`config.mk`:
```
export PLATFORM = sky130hd
export DESIGN_NAME = bitmap_page_allocator
export DESIGN_NICKNAME = d
export VERILOG_FILES = /design/src/rtl/core/bpa_pkg.sv /design/src/rtl/core/bitmap_page_allocator.sv /design/src/rtl/core/bpa_ctrl.sv /design/src/rtl/core/bpa_dpath.sv
export SDC_FILE = /design/constraint.sdc
export NUM_CORES = 2
export LEC_CHECK = 0
export ABC_AREA = 1
export BUFFER_PORTS_ARGS = -buffer_cell sky130_fd_sc_hd__clkbuf_2
export CORE_MARGIN = 2
export CORE_UTILIZATION = 45
export CTS_BUF_LIST = sky130_fd_sc_hd__clkbuf_4
export CTS_CLUSTER_DIAMETER = 40
export DETAILED_ROUTE_END_ITERATION = 16
export SKIP_CTS_REPAIR_TIMING = 1
export SYNTH_ARGS = -nofsm -noshare
export SYNTH_HDL_FRONTEND = slang
export SYNTH_SLANG_ARGS = --single-unit
```
`constraint.sdc`:
```
create_clock -name clk_i -period 6.9 [get_ports clk_i]
set_input_delay 0.69 -clock clk_i [delete_from_list [all_inputs] [get_ports clk_i]]
set_output_delay 0.69 -clock clk_i [all_outputs]
set_load 0.1 [all_outputs]
```
`src/rtl/core/bpa_pkg.sv`:
```
// Package for the bitmap page allocator: sizes, codes, payload and control types.
package bpa_pkg;

  localparam int NUM_PAGES  = 256;
  localparam int NUM_BLOCKS = 16;

  localparam int PAGE_W = $clog2(NUM_PAGES);
  localparam int CNT_W  = $clog2(NUM_PAGES + 1);
  localparam int BLK_W  = (NUM_BLOCKS > 2) ? $clog2(NUM_BLOCKS) : 1;

  localparam int OP_W     = 2;
  localparam int ID_W     = 4;
  localparam int PCOUNT_W = 9;
  localparam int PIDX_W   = 8;
  localparam int STATUS_W = 3;
  localparam int FREE_W   = 9;

  typedef enum logic [OP_W-1:0] {
    OP_ALLOC   = 2'd0,
    OP_FREE    = 2'd1,
    OP_RESERVE = 2'd2
  } op_e;

  typedef enum logic [STATUS_W-1:0] {
    ST_OK      = 3'd0,
    ST_EXISTS  = 3'd1,
    ST_NOSPACE = 3'd2,
    ST_MISSING = 3'd3,
    ST_TAKEN   = 3'd4
  } status_e;

  typedef enum logic [2:0] {
    S_IDLE,
    S_CHECK,
    S_SCAN,
    S_DRAIN,
    S_RESP
  } state_e;

  typedef struct packed {
    logic [OP_W-1:0]     op;
    logic [ID_W-1:0]     block_id;
    logic [PCOUNT_W-1:0] page_count;
    logic [PIDX_W-1:0]   page_index;
  } req_t;

  typedef struct packed {
    status_e           status;
    logic [FREE_W-1:0] free_pages;
  } rsp_t;

  typedef struct packed {
    logic load;
    logic check;
    logic scan;
    logic drain;
    logic emit;
  } cmd_t;

  typedef struct packed {
    logic scan_req;
    logic scan_last;
  } sts_t;

endpackage

```
`src/rtl/core/bitmap_page_allocator.sv`:
```
// Top level of the bitmap page allocator: controller and datapath.
//
// Requests enter on in_valid_i/in_ready_o with in_data_i (op, block_id, page_count,
// page_index); one result per transaction leaves on out_valid_o/out_ready_i with
// out_data_o (status, free_pages).
// A request is taken only when the allocator is idle. Allocate and free then walk
// the page table one page a cycle through the owner memory read port, passing through
// the check, scan, drain and response states before the result is valid; reserve,
// refused requests and the unused op code go from the check state straight to the
// response state. The next request can be accepted in the cycle after the result is
// loaded into the output register.
// The result sits in an output register: a new request may be accepted and worked on
// while the previous result waits; if the receiver stalls, the finished request is
// held until the output register is taken and in_ready_o stays low.
// Reset (rst_ni low, asynchronous) marks every page free, every block handle unused
// and sets the free count to NUM_PAGES; the owner table needs no clearing, as an
// owner is only read for a page marked used.
module bitmap_page_allocator (
  input  logic          clk_i,
  input  logic          rst_ni,
  input  logic          in_valid_i,
  output logic          in_ready_o,
  input  bpa_pkg::req_t in_data_i,
  output logic          out_valid_o,
  input  logic          out_ready_i,
  output bpa_pkg::rsp_t out_data_o
);
  import bpa_pkg::*;

  cmd_t cmd;
  sts_t sts;

  bpa_ctrl u_ctrl (
    .clk_i       (clk_i),
    .rst_ni      (rst_ni),
    .in_valid_i  (in_valid_i),
    .in_ready_o  (in_ready_o),
    .out_valid_o (out_valid_o),
    .out_ready_i (out_ready_i),
    .cmd_o       (cmd),
    .sts_i       (sts)
  );

  bpa_dpath u_dpath (
    .clk_i      (clk_i),
    .rst_ni     (rst_ni),
    .in_data_i  (in_data_i),
    .out_data_o (out_data_o),
    .cmd_i      (cmd),
    .sts_o      (sts)
  );

endmodule

```
`src/rtl/core/bpa_ctrl.sv`:
```
// Controller state machine of the bitmap page allocator.
module bpa_ctrl (
  input  logic        clk_i,
  input  logic        rst_ni,
  input  logic        in_valid_i,
  output logic        in_ready_o,
  output logic        out_valid_o,
  input  logic        out_ready_i,
  output bpa_pkg::cmd_t cmd_o,
  input  bpa_pkg::sts_t sts_i
);
  import bpa_pkg::*;

  state_e state_q, state_d;
  logic   out_valid_q, out_valid_d;

  always_ff @(posedge clk_i or negedge rst_ni) begin
    if (!rst_ni) begin
      state_q     <= S_IDLE;
      out_valid_q <= 1'b0;
    end else begin
      state_q     <= state_d;
      out_valid_q <= out_valid_d;
    end
  end

  always_comb begin
    state_d    = state_q;
    cmd_o      = '0;
    in_ready_o = 1'b0;
    case (state_q)
      S_IDLE: begin
        in_ready_o = 1'b1;
        if (in_valid_i) begin
          cmd_o.load = 1'b1;
          state_d    = S_CHECK;
        end
      end
      S_CHECK: begin
        cmd_o.check = 1'b1;
        state_d     = sts_i.scan_req ? S_SCAN : S_RESP;
      end
      S_SCAN: begin
        cmd_o.scan = 1'b1;
        if (sts_i.scan_last) begin
          state_d = S_DRAIN;
        end
      end
      S_DRAIN: begin
        cmd_o.drain = 1'b1;
        state_d     = S_RESP;
      end
      S_RESP: begin
        if (!out_valid_q || out_ready_i) begin
          cmd_o.emit = 1'b1;
          state_d    = S_IDLE;
        end
      end
      default: begin
        state_d = S_IDLE;
      end
    endcase
    out_valid_d = cmd_o.emit | (out_valid_q & ~out_ready_i);
  end

  assign out_valid_o = out_valid_q;

`ifndef SYNTHESIS
  a_check_after_accept: assert property (@(posedge clk_i) disable iff (!rst_ni)
    (state_q == S_CHECK) |-> $past(in_valid_i && in_ready_o))
    else $error("check state entered without an accepted transaction");

  a_emit_from_resp: assert property (@(posedge clk_i) disable iff (!rst_ni)
    (out_valid_q && !$past(out_valid_q)) |-> $past(state_q == S_RESP))
    else $error("result raised outside the response state");
`endif

endmodule

```
`src/rtl/core/bpa_dpath.sv`:
```
// Datapath of the bitmap page allocator: page bitmap, owner memory, block table, counters.
module bpa_dpath (
  input  logic          clk_i,
  input  logic          rst_ni,
  input  bpa_pkg::req_t in_data_i,
  output bpa_pkg::rsp_t out_data_o,
  input  bpa_pkg::cmd_t cmd_i,
  output bpa_pkg::sts_t sts_o
);
  import bpa_pkg::*;

  req_t                  req_q;
  status_e               status_q;
  status_e               check_status;
  rsp_t                  rsp_q;

  logic [NUM_PAGES-1:0]  used_q, used_d;
  logic [NUM_BLOCKS-1:0] live_q, live_d;
  logic [CNT_W-1:0]      free_q, free_d;
  logic [CNT_W-1:0]      want_q, want_d;

  logic [PAGE_W-1:0]     scan_q;
  logic                  s1_valid_q;
  logic [PAGE_W-1:0]     s1_page_q;
  logic [ID_W-1:0]       owner_rd_q;

  logic [ID_W-1:0]       owner_mem [NUM_PAGES];
  logic                  own_we;
  logic [PAGE_W-1:0]     own_waddr;

  logic                  id_in_range;
  logic                  pg_in_range;
  logic                  live_hit;
  logic [BLK_W-1:0]      blk_idx;
  logic [PAGE_W-1:0]     pg_idx;

  assign blk_idx     = BLK_W'(req_q.block_id);
  assign pg_idx      = PAGE_W'(req_q.page_index);
  assign id_in_range = 32'(req_q.block_id) < NUM_BLOCKS;
  assign pg_in_range = 32'(req_q.page_index) < NUM_PAGES;
  assign live_hit    = id_in_range && live_q[blk_idx];

  always_comb begin
    check_status = ST_OK;
    case (req_q.op)
      OP_ALLOC: begin
        if (!id_in_range || live_hit) begin
          check_status = ST_EXISTS;
        end else if (32'(req_q.page_count) > 32'(free_q)) begin
          check_status = ST_NOSPACE;
        end
      end
      OP_FREE: begin
        if (!live_hit) begin
          check_status = ST_MISSING;
        end
      end
      OP_RESERVE: begin
        if (!id_in_range) begin
          check_status = ST_EXISTS;
        end else if (!pg_in_range || used_q[pg_idx]) begin
          check_status = ST_TAKEN;
        end
      end
      default: begin
        check_status = ST_OK;
      end
    endcase
  end

  assign sts_o.scan_req  = (check_status == ST_OK) &&
                           (req_q.op == OP_ALLOC || req_q.op == OP_FREE);
  assign sts_o.scan_last = scan_q == PAGE_W'(NUM_PAGES - 1);

  always_comb begin
    used_d    = used_q;
    live_d    = live_q;
    free_d    = free_q;
    want_d    = want_q;
    own_we    = 1'b0;
    own_waddr = s1_page_q;
    if (cmd_i.check && check_status == ST_OK) begin
      case (req_q.op)
        OP_ALLOC: begin
          live_d[blk_idx] = 1'b1;
          want_d          = CNT_W'(req_q.page_count);
        end
        OP_RESERVE: begin
          used_d[pg_idx]  = 1'b1;
          own_we          = 1'b1;
          own_waddr       = pg_idx;
          free_d          = free_q - CNT_W'(1);
          live_d[blk_idx] = 1'b1;
        end
        default: ;
      endcase
    end
    if (s1_valid_q) begin
      case (req_q.op)
        OP_ALLOC: begin
          if (!used_q[s1_page_q] && want_q != '0) begin
            used_d[s1_page_q] = 1'b1;
            own_we            = 1'b1;
            free_d            = free_q - CNT_W'(1);
            want_d            = want_q - CNT_W'(1);
          end
        end
        OP_FREE: begin
          if (used_q[s1_page_q] && owner_rd_q == req_q.block_id) begin
            used_d[s1_page_q] = 1'b0;
            free_d            = free_q + CNT_W'(1);
          end
        end
        default: ;
      endcase
    end
    if (cmd_i.drain && req_q.op == OP_FREE) begin
      live_d[blk_idx] = 1'b0;
    end
  end

  always_ff @(posedge clk_i or negedge rst_ni) begin
    if (!rst_ni) begin
      used_q     <= '0;
      live_q     <= '0;
      free_q     <= CNT_W'(NUM_PAGES);
      scan_q     <= '0;
      s1_valid_q <= 1'b0;
    end else begin
      used_q     <= used_d;
      live_q     <= live_d;
      free_q     <= free_d;
      s1_valid_q <= cmd_i.scan;
      if (cmd_i.check) begin
        scan_q <= '0;
      end else if (cmd_i.scan) begin
        scan_q <= scan_q + PAGE_W'(1);
      end
    end
  end

  always_ff @(posedge clk_i) begin
    if (cmd_i.load) begin
      req_q <= in_data_i;
    end
    if (cmd_i.check) begin
      status_q <= check_status;
    end
    want_q <= want_d;
    if (cmd_i.scan) begin
      s1_page_q <= scan_q;
    end
    if (cmd_i.emit) begin
      rsp_q.status     <= status_q;
      rsp_q.free_pages <= FREE_W'(free_q);
    end
  end

  // owner table: one write port, one registered read port for the scan
  always_ff @(posedge clk_i) begin
    if (own_we) begin
      owner_mem[own_waddr] <= req_q.block_id;
    end
    owner_rd_q <= owner_mem[scan_q];
  end

  assign out_data_o = rsp_q;

`ifndef SYNTHESIS
  a_free_matches_bitmap: assert property (@(posedge clk_i) disable iff (!rst_ni)
    free_q == CNT_W'(NUM_PAGES - $countones(used_q)))
    else $error("free page count out of step with bitmap");

  a_alloc_filled: assert property (@(posedge clk_i) disable iff (!rst_ni)
    (cmd_i.emit && req_q.op == OP_ALLOC && status_q == ST_OK) |-> (want_q == '0))
    else $error("allocate finished with pages still wanted");
`endif

endmodule
```
Word-level counts from Yosys, hierarchy flattened
Memory sizes are Yosys's and may differ from the RTL's. A register that Yosys moved wholly into a read port is not among the register bits.
Index checks and enable logic that the tools add are counted.

operators by class
  muxes and demuxes = 61
  $lt $le $gt $ge = 7
  reduce and logical (&&, ||, !) cells = 19
  equal/unequal tests = 11
  bitwise operators = 10
  $add $sub $neg = 4

operator list
  operator                                                     count
  two-way mux 256 bit                                          5
  bitwise OR 256 bit                                           2
  case mux 256 bit (2 select lines)                            1
  AND 256 bit                                                  1
  NOT 256 bit                                                  1
  two-way mux 9 bit                                            10
  two-way mux 16 bit                                           3
  two-way mux 8 bit                                            4
  two-way mux 1 bit                                            21
  less-than comparator 8 x 9 -> 1 bit (second input constant)  2
  case mux 9 bit (2 select lines)                              1
  subtractor 9 x 1 -> 9 bit (second input constant)            2
  AND 16 bit                                                   1
  binary-select mux 1 bit (select 8 bit)                       2
  demux 1 bit (select 8 bit)                                   2
  >= comparator 8 x 1 -> 1 bit (second input constant)         2
  NOT 16 bit                                                   1
  bitwise OR 16 bit                                            1
  two-way mux 3 bit                                            5
  case mux 3 bit (5 select lines)                              1
  adder 9 x 1 -> 9 bit (second input constant)                 1
  greater-than comparator 9 bit                                1
  case mux 3 bit (3 select lines)                              1
  nonzero test 9 bit                                           1
  26 further kinds                                             40

storage, ports and cells
  register bits = 349
  memories kept = 1
  bits of input ports = 27
  output and inout port bits = 14
  RAM bits = 1024

memory list
  memory             depth  width  rd ports  clocked after Yosys merged registers in  write ports  RTL line         RTL
  u_dpath.owner_mem  256    4      1         1                                        1            bpa_dpath.sv:27  logic [ID_W-1:0] owner_mem [NUM_PAGES];

Logic depth before layout (Yosys ltp)
  word-level depth = 12
  depth in mapped cells = 25

By module
Synthesis repeated with hierarchy kept, for this count alone.

second synthesis, totals
  cell total of the unflattened synthesis = 7080
  area total of the unflattened synthesis = 65420.2 sq um

modules (own cells, without submodules)
  module     cells each  sequential area each (sq um)  instances  area each (sq um)
  bpa_dpath  7047        39649.3                       1          65197.5
  bpa_ctrl   33          100.1                         1          222.7

Least setup slack after synthesis
Ideal clock, no wire load.

  path type = flip-flop to flip-flop
  from = reg u_dpath.req_q (netlist bit u_dpath.blk_idx[0])
  to = mem u_dpath.owner_mem[22][0] (enable)
  cell stages (with the launch flop) = 19
  path slack = 312 ps
  arrival = 6259 ps
  setup time = 329 ps
  required time = 6571 ps
  path through = edfxtp_1 > nand2_1 > inv_2 > a22oi_1 > nand2_1 > nand2_1 > nand2_1 > nor2_1 > nand2_1 > nand3_2 > nor2_4 > nand3_2 > buf_6 > nand2_1 > nand2_2 > a21oi_2 > nand2_1 > buf_2 > nor2_1

on the way
  longest elaborated chain between the ends = 12

RTL lines
  item                                       RTL line                          RTL
  start: declaration                         bpa_dpath.sv:12                   req_t req_q;
  start signal: assignment                   bpa_dpath.sv:144                  req_q <= in_data_i;
  binary-select mux 1 bit (select 4 bit) *   bpa_dpath.sv:41                   assign live_hit = id_in_range && live_q[blk_idx];
  two-way mux 1 bit (not written as such) *  bpa_dpath.sv:41
  two-way mux 2 bit (on tied branches)       bpa_dpath.sv:54, bpa_dpath.sv:47
  case mux 3 bit (3 select lines) *          bpa_dpath.sv:45                   case (req_q.op)
  logical NOT 3 bit *                        bpa_dpath.sv:82                   if (cmd_i.check && check_status == ST_OK) begin
  logical AND 1 bit *                        bpa_dpath.sv:82
  two-way mux 1 bit                          bpa_dpath.sv:82
  two-way mux 1 bit                          bpa_dpath.sv:101                  if (!used_q[s1_page_q] && want_q != '0) begin
  two-way mux 1 bit                          bpa_dpath.sv:99                   case (req_q.op)
  two-way mux 1 bit                          bpa_dpath.sv:98                   if (s1_valid_q) begin
  two-way mux 1 bit                          bpa_dpath.sv:161                  if (own_we) begin
  two-way mux 1 bit (not written as such)    bpa_dpath.sv:162                  owner_mem[own_waddr] <= req_q.block_id;
  end: declaration                           bpa_dpath.sv:27

Every way passes the cells marked *; elsewhere a longest branch is shown, timed or not. The select of a mux whose other input is x is not followed.

Worst setup path after layout
  from = reg u_dpath.req_q (netlist bit u_dpath.pg_idx[0])
  to = mem u_dpath.owner_mem[51][3] (enable)

on the way
  longest elaborated chain between the ends = 12

RTL lines
  item                                     RTL line          RTL
  binary-select mux 1 bit (select 8 bit)   bpa_dpath.sv:61   end else if (!pg_in_range || used_q[pg_idx]) begin
  two-way mux 1 bit (not written as such)  bpa_dpath.sv:61
  two-way mux 3 bit                        bpa_dpath.sv:61
  case mux 3 bit (3 select lines)          bpa_dpath.sv:45
  logical NOT 3 bit                        bpa_dpath.sv:82
  logical AND 1 bit                        bpa_dpath.sv:82
  two-way mux 1 bit                        bpa_dpath.sv:82
  two-way mux 1 bit                        bpa_dpath.sv:101
  two-way mux 1 bit                        bpa_dpath.sv:99
  two-way mux 1 bit                        bpa_dpath.sv:98
  two-way mux 1 bit                        bpa_dpath.sv:161
  two-way mux 1 bit (not written as such)  bpa_dpath.sv:162

Parallel ways exist; a longest one is shown, timed or not. The select of a mux whose other input is x is not followed.

==> results.py <==
metrics = {
    "drt": {
        "ant_nets": 0,
        "drc": 0,
        "dr.pass1.iters": 10,
        "drt-vias-per-instance": 5.98,
        "routed_wl_um": 231000,
        "via_count": 56700,
        "routedWlPerCell_um": 24.4,
        "wl_met2_um": 103000,
        "drt_iter0_drc": 6680,
        "wl_met1_um": 90800,
        "met3_length_um": 24400,
        "top_layer": "met5",
    },
    "yosys": {
        "seq_area_frac_synth": 0.601,
        "synth_common_cells": "nand2_1 (1487), nor2_1 (1221), edfxtp_1 (1070)",
        "synth-edff-count": 1070,
        "synth_warnings": 0,
        "ys_types": 46,
        "yosys.area.top_type_share": 0.486,
        "yosysMostFrequentCell": "nand2_1",
        "netlist_area_um2": 66100,
        "synthArstFlopShare": 0.214,
        "synth_area_leaders": "edfxtp_1 (49%), dfrtp_1 (11%), nand2_1 (8.4%)",
        "syn_inst": 7205,
        "syn_nets": 7245,
        "synth_seq_cells": 1377,
        "avgSynthCellArea_um2": 9.17,
        "ys.flop_type": "edfxtp_1",
        "synth_top_area_cell": "edfxtp_1",
    },
    "die": {
        "io_pins": 41,
        "core_area_um2": 146000,
        "floorplan.initialDensity": 0.453,
        "dieWidth_um": 387,
        "rows": 140,
        "fp.dieH_um": 387,
        "dieArea_um2": 150000,
    },
    "critical_path": {
        "worstReg2RegEnd": "u_dpath.owner_mem[51][3]",
        "worst_setup_path_start_kind": "register",
        "r2r_setup_slack_ns": 0.86,
        "r2r_cells": 19,
        "end_kind": "register",
        "crit_type": "register to register",
        "cp_max_fo": 190,
        "crit_start": "u_dpath.pg_idx[0]",
        "cp-endpoint": "u_dpath.owner_mem[51][3]",
        "r2r_start": "u_dpath.pg_idx[0]",
        "cp.arrival_ns": 6.95,
        "cp.required_ns": 7.80,
    },
    "global_routing": {
        "grt.overflow.total": 0,
        "grt_pass1_wl_um": 342000,
        "grt_usage": 0.301,
        "grt_max_degree": 207,
        "antenna_found_initial": 9,
        "grt_pass1_vias": 54300,
    },
    "cts": {
        "clk_path_buf_depth": 4,
        "htreeDepth": 5,
        "insertion_delay_ns": 1.34,
        "clockRootBuffer": "clkbuf_4",
        "cts.sinks": 1377,
        "clkTransAtPathRegs_ns": 0.06,
        "cts_tree": "yes",
        "numCtsBuffers": 381,
    },
    "placement": {
        "dpl-instance-area_um2": 68100,
        "pre_cts_slack_ns": 1.27,
        "dp_cells": 8817,
        "place_congestion": 0.993,
        "portBuffers": 40,
        "dp_hpwl_um": 135000,
    },
    "timing": {
        "max_freq_mhz": 165,
        "holdWs_ns": 0.102,
        "clock_skew_ns": 0.180,
        "final-hold-violation-count": 0,
        "fin_ws_ns": 0.857,
        "slew_viol_final": 0,
        "relSlewSlack": 0.0680,
        "fin_crit_sh": 0.876,
        "setup_tns_ns": 0,
        "setup_viol": 0,
        "tightestPinTransition_ns": 1.40,
        "rsz0062_at_grt": "no",
        "fin_crit_ns": 6.04,
    },
    "pwr": {
        "finalPower_mw": 23.8,
        "p_leak_nw": 26.6,
        "peakVddDrop_uv": 235,
        "powerDensity_nw_per_um2": 327,
    },
    "min_path": {
        "hold_path.class": "input pin to asynchronous set/reset pin",
    },
    "finish": {
        "area_growth_syn_to_layout_pct": 10.2,
        "drive_above_1_share": 0.110,
        "stdcell_area_um2": 72800,
        "final_cells": 9477,
        "nNetsFinal": 7349,
        "utilization": 0.500,
        "filler_cell_count": 13800,
    },
    "run": {
        "cap_violations": 0,
    },
    "outcome": {
        "run_status": "finished clean",
    },
}
-- area by class of cell --
class,instances,area (um^2),share of cell area
Tap cell,1917,2400,0.0329
Multi-Input combinational cell,4947,23000,0.315
Clock inverter,80,367,0.00504
Timing Repair Buffer,213,1740,0.0239
Inverter,389,1480,0.0203
Antenna cell,10,25.0,0.000344
Clock buffer,544,4080,0.0561
Sequential cell,1377,39800,0.546
-- metal layers --
| layer | vias to the layer above | track usage |
|---|---|---|
| met4 | 10 | 0.169 |
| li1 | 25300 | - |
| met1 | 27000 | 0.400 |
| met5 | - | 0 |
| met3 | 806 | 0.0651 |
| met2 | 3513 | 0.457 |
-- layout by cell type, fill, tap and decap left out, drive strengths merged, types with 2 or more instances in the layout --
| cell | synthesis | layout |
|---|---|---|
| nor3 | 212 | 212 |
| clkinv | 14 | 87 |
| xor2 | 15 | 15 |
| o221ai | 100 | 100 |
| nand3b | 17 | 17 |
| inv | 375 | 380 |
| dfrtp | 293 | 293 |
| dlygate4sd3 | 0 | 26 |
| edfxtp | 1070 | 1070 |
| ha | 13 | 13 |
| xnor2 | 5 | 5 |
| buf | 137 | 148 |
| bufinv | 0 | 2 |
| a221oi | 4 | 4 |
| diode | 0 | 10 |
| a21oi | 249 | 249 |
| a31oi | 20 | 20 |
| nand2 | 1491 | 1491 |
| nor3b | 3 | 3 |
| clkbuf | 355 | 583 |
| o211ai | 35 | 35 |
| nor4 | 18 | 18 |
| o31ai | 24 | 24 |
| dfxtp | 13 | 13 |
| nor2 | 1242 | 1242 |
| o21ai | 893 | 893 |
| nand3 | 273 | 273 |
| a22oi | 6 | 6 |
| o22ai | 159 | 159 |
| o21bai | 69 | 69 |
| nand4 | 95 | 95 |
-- critical path, cell delays in order, from the launching register on --
cell and delay (ns):
edfxtp_1 0.42, buf_12 0.61, o21ai_0 0.22, nand2_1 0.09, nand2_1 0.05, nand2_1 0.09
nand2_1 0.10, nor2_1 0.13, nor2_1 0.05, nor2_1 0.38, nand2_1 0.09, nand2_1 0.11
nand2_1 0.09, nor2_2 0.12, nand3_2 0.62, nand2_1 0.22, nand2_1 0.16, a21oi_1 0.74
nand2_1 0.72, nor2_1 0.49
-- power by group --
| part | leakage, nW | switching (mW) | internal [mW] | total [mW] |
|---|---|---|---|---|
| combinational | 10.1 | 5.20 | 1.51 | 6.70 |
| sequential | 13.8 | 0.346 | 9.67 | 10.0 |
| clock | 2.69 | 3.43 | 3.65 | 7.09 |
| total | 26.6 | 8.98 | 14.8 | 23.8 |
-- logic make-up (layout without fill, tap and decap cells) --
family | after synthesis | after routing | share of synthesized area
buffers and inverters | 881 | 1226 | 0.0530
AOI/OAI and AO/OA | 1563 | 1563 | 0.133
other | 0 | 10 | 0
xor gates and xnor gates | 20 | 20 | 0.00265
adders and majority gates | 13 | 13 | 0.00246
DFF | 1377 | 1377 | 0.601
and+or+nand+nor | 3351 | 3351 | 0.207
-- worst min path at each step --
stage / slack, ns / endpoint / cells past startpoint
5_1_grt: 0.05 / u_dpath.pg_idx[6] / 2
3_5_place_dp: 0.42 / u_dpath.out_data_o[10] / 0
2_1_floorplan: 0.39 / u_ctrl.out_valid_o / 0
3_3_place_gp: 0.40 / u_dpath.out_data_o[11] / 0
6_report: 0.10 / u_dpath.used_q[78] / 2
4_1_cts: -0.59 / u_dpath.used_q[202] / 1
-- flip-flops by register name, indices dropped and copies added (netlist names), 4 cells and up --
signal	flops
u_dpath.owner_mem	1024
u_dpath.used_q	256
u_dpath.live_q	16
u_dpath.out_data_o	12
u_dpath.req_q	11
u_dpath.free_q	9
u_dpath.want_q	9
u_dpath.pg_idx	8
u_dpath.s1_page_q	8
u_dpath.scan_q	8
u_dpath.blk_idx	4
u_dpath.owner_rd_q	4
No activity file was read; power rests on OpenSTA's default activity.
